### config.mk
export PLATFORM = sky130hd
export DESIGN_NAME = rope_cordic_cell
export DESIGN_NICKNAME = d
export VERILOG_FILES = /design/src/rtl/rope_pkg.sv /design/src/rtl/rope_cordic_cell.sv
export SDC_FILE = /design/constraint.sdc
export NUM_CORES = 1
export LEC_CHECK = 0
export BUFFER_PORTS_ARGS = -buffer_cell sky130_fd_sc_hd__buf_2
export CORE_ASPECT_RATIO = 1.1
export CORE_UTILIZATION = 49
export DETAILED_ROUTE_END_ITERATION = 6
export PLACE_DENSITY_LB_ADDON = 0.25
export SYNTH_ARGS = -nofsm -noshare
export SYNTH_HDL_FRONTEND = slang
export SYNTH_SLANG_ARGS = --single-unit
### constraint.sdc
create_clock -name clock -period 3.6 [get_ports clock]
set_input_delay 0.36 -clock clock [delete_from_list [all_inputs] [get_ports clock]]
set_output_delay 0.36 -clock clock [all_outputs]
set_load 0.01 [all_outputs]
### src/rtl/rope_pkg.sv
// rope_pkg: shared types, constants and the theta table builder for the rotary
// position embedding block. No dependencies; every file but rope_if imports it.

package rope_pkg;

   // head geometry, fixed at build time
   localparam int unsigned HEAD_SIZE = 128;
   localparam longint unsigned DIM_EFF = (HEAD_SIZE < 2) ? 64'd2 : 64'(HEAD_SIZE);
   localparam longint unsigned PAIRS = DIM_EFF / 64'd2;

   localparam int THETA_ENTRIES = 64;
   localparam int CORDIC_STAGES = 16;

   // fixed-point constants
   localparam longint unsigned LOG2_BASE_Q32 = 64'd85605435163;
   localparam longint unsigned LN2_Q32 = 64'd2977044472;
   localparam longint unsigned INV_TWO_PI_Q32 = 64'd683565276;
   localparam logic signed [31:0] CORDIC_GAIN_Q30 = 32'sd652032874;

   // quadrant codes from the top two phase bits
   localparam logic [1:0] QUAD_FIRST = 2'd0;
   localparam logic [1:0] QUAD_SECOND = 2'd1;
   localparam logic [1:0] QUAD_THIRD = 2'd2;
   localparam logic [1:0] QUAD_FOURTH = 2'd3;

   // arctangent of 2^-k in Q32 turns
   typedef logic signed [31:0] atan_tab_type [CORDIC_STAGES];
   localparam atan_tab_type ATAN_TURNS = '{
      32'sd536870912, 32'sd316933406, 32'sd167458907, 32'sd85004756,
      32'sd42667331, 32'sd21354465, 32'sd10679838, 32'sd5340245,
      32'sd2670163, 32'sd1335087, 32'sd667544, 32'sd333772,
      32'sd166886, 32'sd83443, 32'sd41722, 32'sd20861
   };

   typedef logic [31:0] theta_tab_type [THETA_ENTRIES];

   // input item as carried by the front stages
   typedef struct packed {
      logic [15:0]        position;
      logic [5:0]         pair_index;
      logic signed [15:0] x_even;
      logic signed [15:0] x_odd;
   } req_item_type;

   // word handed from cell to cell along the rotation chain
   typedef struct packed {
      logic signed [31:0] x;
      logic signed [31:0] y;
      logic signed [31:0] z;
      logic [1:0]         quad;
      logic signed [15:0] x_even;
      logic signed [15:0] x_odd;
   } cordic_type;

   // theta of one pair in Q0.32 turns
   function automatic logic [31:0] theta_entry(int unsigned i);
      longint unsigned j;
      longint unsigned k;
      longint unsigned whole;
      longint unsigned f;
      longint unsigned x;
      longint unsigned sum;
      longint unsigned term;
      longint unsigned t;
      j = (64'(i) < PAIRS) ? 64'(i) : PAIRS - 64'd1;
      k = (64'd2 * j * LOG2_BASE_Q32) / DIM_EFF;
      whole = k >> 32;
      f = k & 64'hFFFF_FFFF;
      x = (f * LN2_Q32) >> 32;
      sum = 64'd1 << 32;
      term = 64'd1 << 32;
      // 2^-frac as a truncated series of exp(-frac*ln2)
      term = ((term * x) >> 32) / 64'd1;  sum = sum - term;
      term = ((term * x) >> 32) / 64'd2;  sum = sum + term;
      term = ((term * x) >> 32) / 64'd3;  sum = sum - term;
      term = ((term * x) >> 32) / 64'd4;  sum = sum + term;
      term = ((term * x) >> 32) / 64'd5;  sum = sum - term;
      term = ((term * x) >> 32) / 64'd6;  sum = sum + term;
      term = ((term * x) >> 32) / 64'd7;  sum = sum - term;
      term = ((term * x) >> 32) / 64'd8;  sum = sum + term;
      term = ((term * x) >> 32) / 64'd9;  sum = sum - term;
      term = ((term * x) >> 32) / 64'd10; sum = sum + term;
      term = ((term * x) >> 32) / 64'd11; sum = sum - term;
      term = ((term * x) >> 32) / 64'd12; sum = sum + term;
      term = ((term * x) >> 32) / 64'd13; sum = sum - term;
      term = ((term * x) >> 32) / 64'd14; sum = sum + term;
      term = ((term * x) >> 32) / 64'd15; sum = sum - term;
      term = ((term * x) >> 32) / 64'd16; sum = sum + term;
      term = ((term * x) >> 32) / 64'd17; sum = sum - term;
      term = ((term * x) >> 32) / 64'd18; sum = sum + term;
      term = ((term * x) >> 32) / 64'd19; sum = sum - term;
      term = ((term * x) >> 32) / 64'd20; sum = sum + term;
      t = (sum * INV_TWO_PI_Q32) >> 32;
      t = (whole < 64'd64) ? (t >> whole) : 64'd0;
      return t[31:0];
   endfunction

   // whole theta table, evaluated at elaboration
   function automatic theta_tab_type theta_table_build();
      theta_tab_type tab;
      for (int i = 0; i < THETA_ENTRIES; i++) begin
         tab[i] = theta_entry(i);
      end
      return tab;
   endfunction

endpackage

### src/rtl/rope_cordic_cell.sv
// rope_cordic_cell: one micro-rotation of the CORDIC chain with its own
// pipeline register. Depends on rope_pkg.

module rope_cordic_cell
   import rope_pkg::*;
#(
   parameter int STAGE = 0
)
(
   input  logic       clock,
   input  logic       reset,
   input  cordic_type cell_in,
   input  logic       in_valid,
   output logic       in_ready,
   output cordic_type cell_out,
   output logic       out_valid,
   input  logic       out_ready
);

   logic               valid_ff, valid_in;
   cordic_type         data_ff, data_in;
   logic signed [31:0] dx, dy;

   assign in_ready = !valid_ff || out_ready;
   assign valid_in = in_ready ? in_valid : valid_ff;

   // rotate toward zero residual angle
   assign dx = cell_in.y >>> STAGE;
   assign dy = cell_in.x >>> STAGE;

   always_comb begin
      data_in = cell_in;
      if (!cell_in.z[31]) begin
         data_in.x = cell_in.x - dx;
         data_in.y = cell_in.y + dy;
         data_in.z = cell_in.z - ATAN_TURNS[STAGE];
      end else begin
         data_in.x = cell_in.x + dx;
         data_in.y = cell_in.y - dy;
         data_in.z = cell_in.z + ATAN_TURNS[STAGE];
      end
   end

   always_ff @(posedge clock) begin
      if (reset) begin
         valid_ff <= 1'b0;
      end else begin
         valid_ff <= valid_in;
      end
   end

   always_ff @(posedge clock) begin
      if (in_ready && in_valid) begin
         data_ff <= data_in;
      end
   end

   assign cell_out = data_ff;
   assign out_valid = valid_ff;

endmodule

## Yosys cells after proc, flatten, opt, wreduce, memory -nomap -nowiden

Index checks and enable logic that the tools add are counted.

- Reductions and logical operators: 3
- Mux-type cells: 1
- Add/subtract/negate cells: 5

Operators with widths:

| kind | count |
|---|---|
| two-way mux 96 bit | 1 |
| subtractor 32 bit | 2 |
| adder 32 x 31 -> 32 bit, second input constant | 1 |
| adder 32 bit | 1 |
| subtractor 32 x 31 -> 32 bit, second input constant | 1 |
| logical AND 1 bit | 1 |
| logical NOT 1 bit | 1 |
| logical OR 1 bit | 1 |

- Input bits: 134
- Word-level logic and storage cells: 16
- Output and inout bits: 132
- Register bits: 131

## Logic depth before layout (Yosys ltp)

Gate-level depths: netlist of run 1.

- Depth in word-level cells: 3
- Mapped depth: 13
- Gate-level depth less buffers: 12

## Least setup slack after synthesis of run 1

No wires, ideal clock.

- Kind: input -> register
- From: input port out_ready
- To: register data_ff (netlist bit cell_out[0]), enable pin
- Library setup time: 0.504 ns
- Required time: 3.096 ns
- Arrival: 3.542 ns
- Path buffers: 0
- Path slack: -0.446 ns
- Stages: 2
- Path through: nand2b_1 -> and2_1

- Longest elaborated chain between the ends: 2

Ends and longest elaborated chain:

| element | line | source |
|---|---|---|
| from (decl) | rope_cordic_cell.sv:17 | `input logic out_ready` |
| logical OR 1 bit | rope_cordic_cell.sv:24 | `assign in_ready = !valid_ff \|\| out_ready;` |
| logical AND 1 bit | rope_cordic_cell.sv:53 | `if (in_ready && in_valid) begin` |
| to (signal assigned) | rope_cordic_cell.sv:54 | `data_ff <= data_in;` |
| to (decl) | rope_cordic_cell.sv:21 | `cordic_type data_ff, data_in;` |

Every way passes these cells.
A chain may end at the register's enable or synchronous reset.

==> metrics.md, run 1 <==
| Metric | Value |
|---|---|
| Post-Syn Nets | `1,211` |
| Switching share of power | `33.62%` |
| Main synth FF type | `edfxtp_1` |
| Total gr overflow | `0` |
| Slew Limit Fails | `0` |
| RePlAce Congestion | `0.9616` |
| RSZ-0062 raised after global routing | `no` |
| Initial Utilization | `50.00%` |
| Post-DP Area | `0.01118 sq mm` |
| Die W | `135.1 microns` |
| Count leader, synth | `edfxtp_1` |
| Wire per inst | `19.00 microns` |
| Sequential power share | `37.7%` |
| CP cell instances | `buf_2, inv_1, ha_1, and4_4, o21ai_2, a31oi_1, o31ai_2, a31oi_1, a31oi_1, o31ai_1, o21ai_0, o2bb2ai_1` |
| Req. time, crit path | `3.75 ns` |
| Worst Path Arrival | `3.18 ns` |
| Crit-path max FO | `15` |
| Combinational power share | `28.5%` |
| Lkg Pwr | `5.312 nW` |
| Core area | `0.01910 sq mm` |
| Synth Cell Area | `0.009549 sq mm` |
| CTS Hold Bufs | `0` |
| Max incr delay on CP | `0.58 ns` |
| Post-CTS setup buffer count | `0` |
| Startpoint types | `primary input` |
| H-tree levels | `4` |
| CTS clk-pin slew, worst paths | `0.06 ns` |
| Worst Max-Slew Pin Slew | `0.9047 ns` |
| Dpl hpwl | `22,300 microns` |
| Clock network power share | `33.8%` |
| DRT iter0 DRCs | `757` |
| Critical path's most frequent cell | `a31oi_1` |
| Antenna-violating nets left | `0` |
| Setup TNS | `0 ns` |
| Vias/cell | `5.674` |
| Tot GR Track Use | `28.24%` |
| Post-synth top cells | `edfxtp_1 (129), a21oi_1 (100), inv_1 (95)` |
| Synth area leaders | `edfxtp_1 (41%), ha_1 (12%), a21oi_1 (5.2%), xnor2_1 (4.7%), inv_1 (3.7%)` |
| Maximum root-to-sink buffer count | `2` |
| I/O Pins | `266` |
| Post-route cell area | `0.01177 sq mm` |
| Sequential cell area fraction in the yosys report | `40.78%` |
| Setup Skew | `0.01190 ns` |
| Hold Vio Cnt, Final | `0` |
| CP endpoint kind | `register` |
| Sw Pwr | `1.703 mW` |
| Layout Nets | `1,478` |
| Final Setup Violations | `0` |
| Worst hold path class | `primary input to register` |
| Avg Inst Size Synth | `9.754 sq um` |
| Slowest cell on crit path | `ha_1` |
| Internal power | `3.362 mW` |
| CP Class | `primary input to register` |
| Number of global-route vias before repair | `8,031` |
| Max Clock Freq | `330.8 MHz` |
| Post-Synthesis Cells | `979` |
| Initial antenna violation count | `2` |
| Buffers added on ports | `265` |
| Synth top area share | `40.57%` |
| Largest area contributor in the netlist | `edfxtp_1` |
| Die Y-Extent | `148.4 microns` |
| Via Count | `8,550` |
| CTS tree | `yes` |
| EDFF count, synth | `129` |
| Buf+Inv Stages, Crit Path | `2` |
| Relative slew slack | `39.69%` |
| Die ar. | `0.02005 sq mm` |
| Maximum vdd ir drop | `0.3115 mV` |
| Largest net degree at the start of global routing | `85` |
| Area Growth Syn to Fin | `23.22%` |
| Synthesis-stage register bit count | `130` |
| Drt drc | `0` |
| Fin crit period | `3.023 ns` |
| Period utilization | `83.97%` |
| Clock Tree Root | `clkbuf_16` |
| Total power | `5.065 mW` |
| Global-route wire length before repair | `43,620 microns` |
| Drt first pass iters | `7` |
| Final WL | `28,630 microns` |
| Ratio of total power to cell area | `430.5 mW/mm^2` |
| Final hold slack | `0.08784 ns` |
| Post-CTS sizing | `0` |
| Sink Count | `130` |
| Max-Cap Viols | `0` |
| Cts bufs inserted | `17` |
| Synth cell types | `91` |
| CP delay by family, top | `compound AO/OA/AOI/OAI gates` |
| FFs w/ async S/R, synth | `0%` |
| Site Rows | `53` |
| Status | `complete, no violations` |
| Share of layout cells above drive strength 1 | `29.07%` |
| Syn. warnings | `0` |
| Skew-Pair Late Insertion Delay | `0.43 ns` |
[worst register-to-register path, stage by stage, from the launching register on]
cell and delay [ns]:
dfxtp_1 0.31, nand2b_1 0.10, and2_4 0.45, buf_12 0.41
[power by group through the flow]
stage	sequential (mW)	combinational (mW)	clock (mW)
floorplan	2.02	0.828	0
global placement	1.94	1.41	0
detailed placement	1.94	1.42	0
CTS	1.91	1.43	1.74
global route	1.92	1.57	1.79
finish	1.91	1.45	1.71
[layer usage]
metal  track usage, %  up-vias  share of wire, %
met4            11.01        2               3.2
li1                 -     4054                 -
met2            47.26      455                48
met5                0        -             0.049
met3            5.317       65               8.0
met1            35.91     3974                41
[sequential cells by signal, indices dropped and copies added (netlist names)]
signal and cells:
cell_out 129, out_valid 1
[placed cells by master, fill, tap and decap left out, types with 51 or more instances in the layout]
master	Yosys	routed
buf_2	15	265
edfxtp_1	129	129
a21oi_1	100	100
inv_1	95	95
ha_1	94	94
nor2_1	86	86
nand2_1	56	56
o21ai_0	52	52
xnor2_1	51	51
[through the flow]
stage / cells / setup slack [ns] / utilization (%)
global placement: 1474 / 0.2304 / 58.54
detailed placement: 1474 / 0.2226 / 58.54
global route: 1506 / 0.4350 / 61.60
CTS: 1506 / 0.6551 / 61.60
floorplan: 979 / 0.9248 / -
finish: 1507 / 0.5770 / 61.61
[area by class of cell]
type	count	area, sq um
fill	1651	7332
multi-input combinational	705	5060
sequential	130	3894
timing repair buffer	292	1541
clock buffer	17	425.4
inverter	100	375.4
tap	247	309.0
clock inverter	15	158.9
antenna	1	2.502
[worst paths after layout]
kind                    start            to  slack [ns]  cells after the start
setup reg to reg    out_valid  cell_out[79]        1.93                      3
hold reg to reg     out_valid     out_valid        0.52                      2
hold / removal          reset     out_valid        0.09                      2
setup / recovery  cell_in[72]  cell_out[91]        0.58                     12
[cell families (layout without fill, tap and decap cells)]
group                    Yosys count  in the layout  synth area share, %
XOR/XNOR                          58             58                5.320
flip-flops                       130            130                40.78
buffers and inverters            144            424                6.263
AND/OR/NAND/NOR                  229            229                11.26
multiplexers                       6              6               0.6290
adder cells (fa/ha/maj)           98             98                13.16
other                              0              1                    0
AO/OA/AOI/OAI                    314            314                22.60
Power figures use the tool's default switching activity.
==> run 2: changes to the inputs <==
--- a/config.mk
+++ b/config.mk
@@ -7,7 +7,7 @@
 export LEC_CHECK = 0
 export BUFFER_PORTS_ARGS = -buffer_cell sky130_fd_sc_hd__buf_2
 export CORE_ASPECT_RATIO = 1.1
-export CORE_UTILIZATION = 49
+export CORE_UTILIZATION = 54
 export DETAILED_ROUTE_END_ITERATION = 6
 export PLACE_DENSITY_LB_ADDON = 0.25
 export SYNTH_ARGS = -nofsm -noshare
==> constraint.sdc (replaced) <==
create_clock -name clock -period 3.1 [get_ports clock]
set_input_delay 0.31 -clock clock [delete_from_list [all_inputs] [get_ports clock]]
set_output_delay 0.31 -clock clock [all_outputs]
set_load 0.01 [all_outputs]
==> run 2 against run 1 <==
Against the previous run:
- wire length grew 3.3%
- clock-buffer cell count is the same
- highest routed layer is now met4
- flip-flop and latch count is the same
==> metrics.md, run 2 (synthesis results as in run 1) <==
| Metric | Value |
|---|---|
| Share of layout cells above drive strength 1 | `31.99% (+2.9 points)` |
| Ratio of total power to cell area | `498.7 mW/mm^2 (+16%)` |
| Drt drc | `0 (unchanged)` |
| Post-CTS sizing | `0 (unchanged)` |
| Startpoint types | `primary input` |
| Final Setup Violations | `0 (unchanged)` |
| I/O Pins | `266 (unchanged)` |
| Status | `complete, no violations` |
| Skew-Pair Late Insertion Delay | `0.43 ns (about the same)` |
| RSZ-0062 raised after global routing | `no` |
| Core Util, Final | `71.10% (+9.5 points)` |
| CTS tree | `yes` |
| Hold Vio Cnt, Final | `0 (unchanged)` |
| Crit-path max FO | `10 (-5)` |
| Worst Path Arrival | `3.04 ns (-0.14 ns)` |
| H-tree levels | `4 (unchanged)` |
| Cts bufs inserted | `17 (unchanged)` |
| Relative slew slack | `61.60% (+22 points)` |
| Worst setup margin | `0.2328 ns (-0.3442 ns)` |
| Max reg flops | `129 (unchanged)` |
| Final WL | `29,570 microns (+3.3%)` |
| CTS clk-pin slew, worst paths | `0.06 ns (about the same)` |
| Commonest non-fill, non-tap cell in the layout | `buf_2` |
| Maximum root-to-sink buffer count | `2 (unchanged)` |
| CP Class | `primary input to register` |
| Die Y-Extent | `141.5 microns (-4.7%)` |
| Most frequent cells in the layout | `buf_2 (265), edfxtp_1 (129), a21oi_1 (100), inv_1 (95), ha_1 (94)` |
| Wire per inst | `19.11 microns (+0.60%)` |
| Max-Cap Viols | `0 (unchanged)` |
| Vias/cell | `5.719 (+0.81%)` |
| Largest net degree at the start of global routing | `51 (-40%)` |
| Period utilization | `92.49%` |
| Total power | `6.078 mW (+20%)` |
| Final hold slack | `0.04074 ns (-0.04710 ns)` |
| Post-DP Area | `0.01159 sq mm (+3.7%)` |
| Req. time, crit path | `3.28 ns (-0.47 ns)` |
| Antenna-violating nets left | `0 (unchanged)` |
| Clock Tree Root | `clkbuf_16` |
| Buffers added on ports | `265 (unchanged)` |
| Core area | `0.01714 sq mm (-10%)` |
| Fill cells | `1,358 (-18%)` |
| Die ar. | `0.01822 sq mm (-9.1%)` |
| Initial antenna violation count | `0 (-2)` |
| Drt first pass iters | `5 (-2)` |
| Maximum vdd ir drop | `0.4047 mV (+30%)` |
| Total gr overflow | `0 (unchanged)` |
| Worst Max-Slew Pin Slew | `0.5707 ns (-0.3340 ns)` |
| Site Rows | `50 (-5.7%)` |
| Slew Limit Fails | `0 (unchanged)` |
| Layout Nets | `1,532 (+3.7%)` |
| Dpl hpwl | `22,700 microns (+1.8%)` |
| Worst hold path class | `primary input to register` |
| Final Non-Filler Cells | `1,547 (+2.7%)` |
| Antenna diodes | `0 (-1)` |
| Fin crit period | `2.867 ns` |
| Initial Utilization | `55.71% (+5.7 points)` |
| Max Clock Freq | `348.8 MHz` |
| Placed Instances | `1,515 (+2.8%)` |
| Setup Skew | `0.009449 ns (-0.002449 ns)` |
| Sink Count | `130 (unchanged)` |
| Via Count | `8,848 (+3.5%)` |
| Area of the multi-input gates | `0.005060 sq mm (unchanged)` |
| Setup TNS | `0 ns (unchanged)` |
| RePlAce Congestion | `0.9863 (+2.6%)` |
| Tot GR Track Use | `32.57% (+4.3 points)` |
| Reg area | `0.003894 sq mm (unchanged)` |
| Lkg Pwr | `5.580 nW (+5.1%)` |
| DRT iter0 DRCs | `827 (+9.2%)` |
| Post-CTS setup buffer count | `0 (unchanged)` |
| Place WS | `-0.1447 ns (-0.3672 ns)` |
| Post-route cell area | `0.01219 sq mm (+3.6%)` |
| Number of global-route vias before repair | `8,701 (+8.3%)` |
| CTS Hold Bufs | `0 (unchanged)` |
| Area Growth Syn to Fin | `27.63%` |
| CP endpoint kind | `register` |
| Global-route wire length before repair | `45,120 microns (+3.4%)` |
| Die W | `128.8 microns (-4.7%)` |
-- run 2: cell type report --
type | count | share of cell area (%)
Sequential cell | 130 | 31.95
Multi-Input combinational cell | 705 | 41.52
Timing Repair Buffer | 346 | 16.18
Inverter | 100 | 3.080
Clock inverter | 15 | 1.386
Tap cell | 234 | 2.402
Clock buffer | 17 | 3.490
-- run 2: layer usage --
metal	share of wire, %	vias up	wire, microns	track usage, %
li1	-	4161	-	-
met1	39	4109	11620	39.46
met2	48	491	14090	54.68
met3	9.0	87	2664	6.900
met4	4.0	0	1189	16.28
met5	0	-	0	0
-- run 2: final timing paths --
path / depth (start not counted) / to / start / slack, ns
hold / removal: 2 / out_valid / reset / 0.04
setup / recovery: 12 / cell_out[91] / cell_in[69] / 0.23
hold reg to reg: 2 / out_valid / out_valid / 0.54
setup reg to reg: 3 / cell_out[81] / out_valid / 1.44
-- run 2: worst max-delay path: stages --
cell and delay [ns]:
buf_2 0.10, inv_1 0.04, ha_1 0.53, nand2_2 0.12
o21bai_2 0.22, a31oi_1 0.38, o31ai_2 0.19, a31oi_1 0.29
a31oi_1 0.16, o31ai_1 0.38, o21ai_0 0.16, o2bb2ai_1 0.15
-- run 2: where the power goes --
| part | switching [mW] | total, mW | leakage (nW) | internal [mW] |
|---|---|---|---|---|
| combinational | 1.04 | 1.78 | 4.04 | 0.739 |
| sequential | 0.0512 | 2.22 | 1.26 | 2.17 |
| clock | 0.926 | 2.08 | 0.283 | 1.15 |
